--- src/rtl/mma_pkg.sv ---
package mma_pkg;

  localparam int MAX_DIM_DEFAULT = 16;
  localparam int DIM_CFG_W = 5;
  localparam logic [DIM_CFG_W-1:0] DIM_RESET = 5'd16;

  typedef enum logic [2:0] {
    FN_LOAD_A  = 3'd0,
    FN_LOAD_B  = 3'd1,
    FN_LOAD_C  = 3'd2,
    FN_COMPUTE = 3'd3,
    FN_READ_C  = 3'd4
  } func_t;

  typedef enum logic [1:0] {
    CFG_ROW   = 2'd0,
    CFG_INNER = 2'd1,
    CFG_COL   = 2'd2
  } cfg_reg_t;

  // One step of the float unit per cycle.
  typedef enum logic [3:0] {
    FOP_NONE  = 4'd0,
    FOP_ACC   = 4'd1,
    FOP_MUL   = 4'd2,
    FOP_NL1   = 4'd3,
    FOP_NL2   = 4'd4,
    FOP_NL3   = 4'd5,
    FOP_NR    = 4'd6,
    FOP_RNDP  = 4'd7,
    FOP_ALIGN = 4'd8,
    FOP_SUM   = 4'd9,
    FOP_RNDA  = 4'd10
  } fop_t;

  typedef struct packed {
    logic wr_a;
    logic wr_b;
    logic wr_c;
    logic host_rd;
    logic out_load;
    logic cp_init;
    logic elem_rd;
    logic adv_k;
    logic wb;
    fop_t fop;
  } cmd_t;

  typedef struct packed {
    logic k_last;
    logic j_last;
    logic i_last;
  } stat_t;

endpackage

--- src/rtl/mma_ctrl.sv ---
module mma_ctrl (
  input  logic           clk,
  input  logic           rst,
  input  logic           in_valid,
  input  logic [2:0]     func,
  input  logic           out_stall,
  input  mma_pkg::stat_t stat,
  output logic           in_stall,
  output logic           out_valid,
  output mma_pkg::cmd_t  cmd
);

  typedef enum logic [3:0] {
    ST_IDLE,
    ST_RD_WAIT,
    ST_CP_RDC,
    ST_CP_ACC,
    ST_MUL,
    ST_NL1,
    ST_NL2,
    ST_NL3,
    ST_NR,
    ST_RNDP,
    ST_ALIGN,
    ST_SUM,
    ST_RNDA,
    ST_CP_RDAB,
    ST_WB
  } state_t;

  state_t state;
  state_t state_next;
  logic   add_phase;
  logic   take;

  always_comb begin
    cmd        = '0;
    state_next = state;
    in_stall   = 1'b1;
    take       = 1'b0;
    unique case (state)
      ST_IDLE: begin
        in_stall = (func == mma_pkg::FN_READ_C) && out_valid && out_stall;
        take     = in_valid && !in_stall;
        if (take) begin
          unique case (func)
            mma_pkg::FN_LOAD_A: cmd.wr_a = 1'b1;
            mma_pkg::FN_LOAD_B: cmd.wr_b = 1'b1;
            mma_pkg::FN_LOAD_C: cmd.wr_c = 1'b1;
            mma_pkg::FN_COMPUTE: begin
              cmd.cp_init = 1'b1;
              state_next  = ST_CP_RDC;
            end
            mma_pkg::FN_READ_C: begin
              cmd.host_rd = 1'b1;
              state_next  = ST_RD_WAIT;
            end
            default: begin
            end
          endcase
        end
      end
      ST_RD_WAIT: begin
        cmd.out_load = 1'b1;
        state_next   = ST_IDLE;
      end
      ST_CP_RDC: begin
        cmd.elem_rd = 1'b1;
        state_next  = ST_CP_ACC;
      end
      ST_CP_ACC: begin
        cmd.fop    = mma_pkg::FOP_ACC;
        state_next = ST_MUL;
      end
      ST_MUL: begin
        cmd.fop    = mma_pkg::FOP_MUL;
        state_next = ST_NL1;
      end
      ST_NL1: begin
        cmd.fop    = mma_pkg::FOP_NL1;
        state_next = ST_NL2;
      end
      ST_NL2: begin
        cmd.fop    = mma_pkg::FOP_NL2;
        state_next = ST_NL3;
      end
      ST_NL3: begin
        cmd.fop    = mma_pkg::FOP_NL3;
        state_next = ST_NR;
      end
      ST_NR: begin
        cmd.fop    = mma_pkg::FOP_NR;
        state_next = add_phase ? ST_RNDA : ST_RNDP;
      end
      ST_RNDP: begin
        cmd.fop    = mma_pkg::FOP_RNDP;
        state_next = ST_ALIGN;
      end
      ST_ALIGN: begin
        cmd.fop    = mma_pkg::FOP_ALIGN;
        state_next = ST_SUM;
      end
      ST_SUM: begin
        cmd.fop    = mma_pkg::FOP_SUM;
        state_next = ST_NL1;
      end
      ST_RNDA: begin
        cmd.fop = mma_pkg::FOP_RNDA;
        if (stat.k_last) begin
          state_next = ST_WB;
        end else begin
          cmd.adv_k  = 1'b1;
          state_next = ST_CP_RDAB;
        end
      end
      ST_CP_RDAB: begin
        cmd.elem_rd = 1'b1;
        state_next  = ST_MUL;
      end
      ST_WB: begin
        cmd.wb     = 1'b1;
        state_next = (stat.i_last && stat.j_last) ? ST_IDLE : ST_CP_RDC;
      end
      default: begin
        state_next = ST_IDLE;
      end
    endcase
  end

  always_ff @(posedge clk) begin
    if (rst) begin
      state     <= ST_IDLE;
      out_valid <= 1'b0;
      add_phase <= 1'b0;
    end else begin
      state <= state_next;
      if (state == ST_RD_WAIT) begin
        out_valid <= 1'b1;
      end else if (!out_stall) begin
        out_valid <= 1'b0;
      end
      if (state == ST_RNDP) begin
        add_phase <= 1'b1;
      end else if (state == ST_RNDA) begin
        add_phase <= 1'b0;
      end
    end
  end

endmodule

--- config.mk ---
export PLATFORM = sky130hd
export DESIGN_NAME = mma_ctrl
export DESIGN_NICKNAME = d
export VERILOG_FILES = /design/src/rtl/mma_pkg.sv /design/src/rtl/mma_ctrl.sv
export SDC_FILE = /design/constraint.sdc
export NUM_CORES = 1
export LEC_CHECK = 0
export ABC_CLOCK_PERIOD_IN_PS = 2600
export BUFFER_PORTS_ARGS = -buffer_cell sky130_fd_sc_hd__clkbuf_2
export CAP_MARGIN = 20
export CORE_AREA = 2 2 39 41
export CTS_BUF_LIST = sky130_fd_sc_hd__clkbuf_16
export DETAILED_ROUTE_END_ITERATION = 7
export DIE_AREA = 0 0 41 43
export HOLD_SLACK_MARGIN = 0.05
export MAX_ROUTING_LAYER = met4
export PLACE_DENSITY_LB_ADDON = 0.1
export SKIP_LAST_GASP = 1
export SLEW_MARGIN = 0
export SYNTH_ARGS = -nofsm -noshare
export SYNTH_HDL_FRONTEND = slang
export SYNTH_SLANG_ARGS = --single-unit
--- constraint.sdc ---
create_clock -name clk -period 2.6 [get_ports clk]
set_clock_uncertainty 0.15 [all_clocks]
set_input_delay 0.52 -clock clk [delete_from_list [all_inputs] [get_ports clk]]
set_output_delay 0.52 -clock clk [all_outputs]
set_load 0.02 [all_outputs]
## After elaboration in Yosys (flattened, before gate mapping)

Index checks and enable logic that the tools add are counted.

| storage, ports and cells | value |
|---|---|
| logic and storage cells | 62 |
| bits of input ports | 10 |
| register bits | 6 |

| operators by class | value |
|---|---|
| muxes and demuxes | 26 |
| equality and inequality tests | 21 |
| reductions and logical operators | 12 |

Operator list:

| operator | number |
|---|---|
| $pmux 4 s12 | 1 |
| $pmux 4 s10 | 1 |
| $eq 4x4->1 const B | 7 |
| $mux 1 | 17 |
| $eq 4x3->1 const B | 4 |
| $mux 4 | 3 |
| $eq 4x2->1 const B | 2 |
| $pmux 4 s2 | 1 |
| $eq 3x2->1 const B | 2 |
| $reduce_or 2->1 | 3 |
| $eq 4x1->1 const B | 1 |
| $logic_and 1x1->1 | 4 |
| $logic_not 4->1 | 1 |
| $mux 2 | 2 |
| $eq 3x1->1 const B | 1 |
| $eq 3x3->1 const B | 1 |
| $logic_not 3->1 | 1 |
| $mux 3 | 1 |
| $ne 3x2->1 const B | 1 |
| $ne 2x1->1 const B | 1 |
| $ne 2x2->1 const B | 1 |
| $reduce_and 2->1 | 1 |
| $reduce_bool 2->1 | 1 |
| $logic_not 1->1 | 1 |

## Depth between registers and ports, before layout

| logic depth | value |
|---|---|
| depth in word-level cells | 7 |
| gate-level depth with buffers | 5 |
| gate-level depth less buffers | 4 |

## Worst setup path before layout

No wires, ideal clock.

| path | value |
|---|---|
| path kind | register to output |
| start | reg state[1] |
| end | out cmd[12] (netlist bit) |
| cell stages (with the launch flop) | 5 |
| slack | 0.077 ns |
| data arrival time | 1.853 ns |
| cells stage by stage | dfxtp_1 buf_6 or4_4 or3b_4 nor3_1 |

RTL lines:

| what | RTL line | source |
|---|---|---|
| from (decl) | mma_ctrl.sv:31 | `state_t state;` |
| from (signal assigned) | mma_ctrl.sv:136 | `state <= state_next;` |
| to (decl) | mma_ctrl.sv:10 | `output mma_pkg::cmd_t cmd` |

==> results_dict.tcl <==
set metrics [dict create \
    clock_path_buffers 2 \
    avgRoutedWirePerCell_um 11.99 \
    dp_slack_ns 0.2928 \
    grt-ovfl-total 0 \
    ys_ff_latch 6 \
    synth_area_um2 551.8 \
    antenna_found_initial 0 \
    chipHeight_um 43 \
    final_max_slew_viol_count 0 \
    clock-root-buffer "clkbuf_16" \
    drive_above_1_share_pct 37.62 \
    cts_num_sinks 6 \
    stdcell_count 117 \
    grt_max_degree 20 \
    peakVddDrop_mv 0.3059 \
    gp_congestion 0.7706 \
    grt_util_all_layers_pct 18.78 \
    rsz0062_at_grt "false" \
    ctsHtreeMaxLevel 1 \
    min_period_ns 2.533 \
    cp_data_arrival_time_ns 1.86 \
    grt_pass1_wl_mm 2.201 \
    synth_async_sr_flop_share_pct 0 \
    synthCells 76 \
    syn-mean-instance-area_um2 7.260 \
    crit_type "flop to output port" \
    ant_nets 0 \
    synth-seq-area-share_pct 21.77 \
    syn-num-nets 86 \
    start_util_pct 39.87 \
    dr.pass1.iters 4 \
    cts_buffers 3 \
    worst_slew_pin_slew_ns 0.4445 \
    critPathLaunchType "flop" \
    dp_hpwl_mm 1.039 \
    drc_errors 0 \
    maxCapViolCount 0 \
    fp.dieW_um 41 \
    tritoncts "yes" \
    synth_cell_type_count 35 \
    vias_per_cell 5.521 \
    hold_viol 0 \
    via_count 646 \
    min_path_type "input port to flop" \
    dieArea_mm2 0.001763 \
    dp.cells 114 \
    cellLeakagePower_nw 0.3190 \
    fmax_mhz 394.8 \
    worstPathMaxFanout 5 \
    cts_hold_buf 0 \
    required_ns 1.93 \
    synthFlopType "dfxtp_1" \
    max_slew_margin_pct 70.09 \
    grt_pass1_vias 552 \
    io_pins 25 \
    synth-edff-count 0 \
    drt_iter0_drc 9 \
    rows 14 \
    yosys_warnings 0 \
    fillCellCount 147 \
    port_buffers 24 \
    tns_ns 0 \
    finalSetupViolCount 0 \
    status "completed" \
    fin_crit_sh_pct 97.41 \
    clk_pin_slew_ns 0.03 \
    cts_setup_buffers 0 \
    post-route-worst-setup-slack_ns 0.06724 \
    nets 113 \
    insertedDiodeCount 0 \
    clk_latency_ns 0.23 \
    wl_mm 1.403 \
    power_density_mw_per_mm2 527.7 \
    area_growth_pct 39.23 \
    cp-end-kind "output port" \
    core_mm2 0.001384 \
]
==> layout make-up <==
cell class | instances | area [um^2] | share of cell area (%)
Multi-Input combinational cell | 61 | 385.4 | 50.16
Timing Repair Buffer | 29 | 160.2 | 20.85
Sequential cell | 6 | 120.1 | 15.64
Clock buffer | 3 | 75.07 | 9.772
Tap cell | 16 | 20.02 | 2.606
Inverter | 2 | 7.507 | 0.9772
==> state kept, by name (all words and copies together), names as in the netlist <==
register,count
out_valid,1
add_phase,1
state,4
==> final timing paths <==
check | depth (start not counted) | slack, ns | to | from
max | 4 | 0.07 | cmd[11] | state[1]
max reg2reg | 5 | 0.81 | state[1] | state[2]
min | 2 | 0.34 | add_phase | rst
min reg2reg | 2 | 0.35 | add_phase | add_phase
==> metrics by stage <==
stage | util [%] | cell area [um^2] | power (mW) | hold slack [ns]
2_1_floorplan | - | 551.8 | 0.1373 | 0.3178
3_3_place_gp | 49.91 | 690.7 | 0.1575 | 0.3561
3_5_place_dp | 49.91 | 690.7 | 0.1576 | 0.3500
4_1_cts | 55.33 | 765.7 | 0.4055 | 0.3434
5_1_grt | 55.52 | 768.2 | 0.4174 | 0.3521
6_report | 55.52 | 768.2 | 0.4054 | 0.3427
==> Yosys cell counts, drive strengths merged, types with 2 or more instances <==
master,count,area [um^2]
a21oi,6,30.03
a311oi,2,17.52
a31oi,2,12.51
and2,2,12.51
buf,4,27.52
clkbuf,3,11.26
dfxtp,6,120.1
inv,2,7.510
mux2i,2,20.02
nand2,4,15.01
nand2b,2,12.51
nand3,3,15.01
nand3b,2,15.01
nor2,9,33.78
nor3,4,20.02
nor3b,3,32.53
o21ai,6,30.03
or4,2,18.77
==> power breakdown <==
part	total, mW	internal [mW]	switching [mW]
Clock	0.248	0.197	0.0511
Sequential	0.0958	0.0947	0.00110
Combinational	0.0612	0.0269	0.0343
Total	0.405	0.319	0.0865
==> critical path, cell delays in order (launching register included) <==
cell and delay [ns]:
dfxtp_1 0.30, or4_4 0.56, or3b_4 0.44, nor3b_2 0.17, buf_2 0.18
==> layer usage <==
| layer | vias up | wire length (um) | track usage, % |
|---|---|---|---|
| li1 | 337 | - | - |
| met1 | 279 | 626 | 21.43 |
| met2 | 30 | 686 | 28.75 |
| met3 | 0 | 90 | 3.141 |
| met4 | 0 | 0 | 12.00 |
| met5 | - | 0 | - |
==> logic make-up (layout without fill, tap and decap cells) <==
kind of cell | after synthesis | after routing | share of synthesized area [%]
and+or+nand+nor | 38 | 38 | 41.95
AOI/OAI and AO/OA | 21 | 21 | 24.27
buffers and inverters | 9 | 34 | 8.389
DFF | 6 | 6 | 21.77
muxes | 2 | 2 | 3.628
==> cells in the final DEF (no fill, tap or decap), types with 2 or more instances in the layout <==
cell type,count
clkbuf_16,3
inv_1,2
nand3b_1,2
mux2i_1,2
o21ai_0,6
buf_2,2
nand2b_1,2
and2_1,2
nand3_1,3
nand2_1,4
a311oi_1,2
nor2_1,9
nor3b_2,2
a21oi_1,6
clkbuf_2,21
dfxtp_1,6
a31oi_1,2
nor3_1,4
buf_4,6
==> timing repair <==
item	CTS	global route
endpoints found under the setup margin	0	3
gates resized for setup	0	4
hold endpoints to repair	0	0
Note: power is estimated with default switching activity, not from simulation.
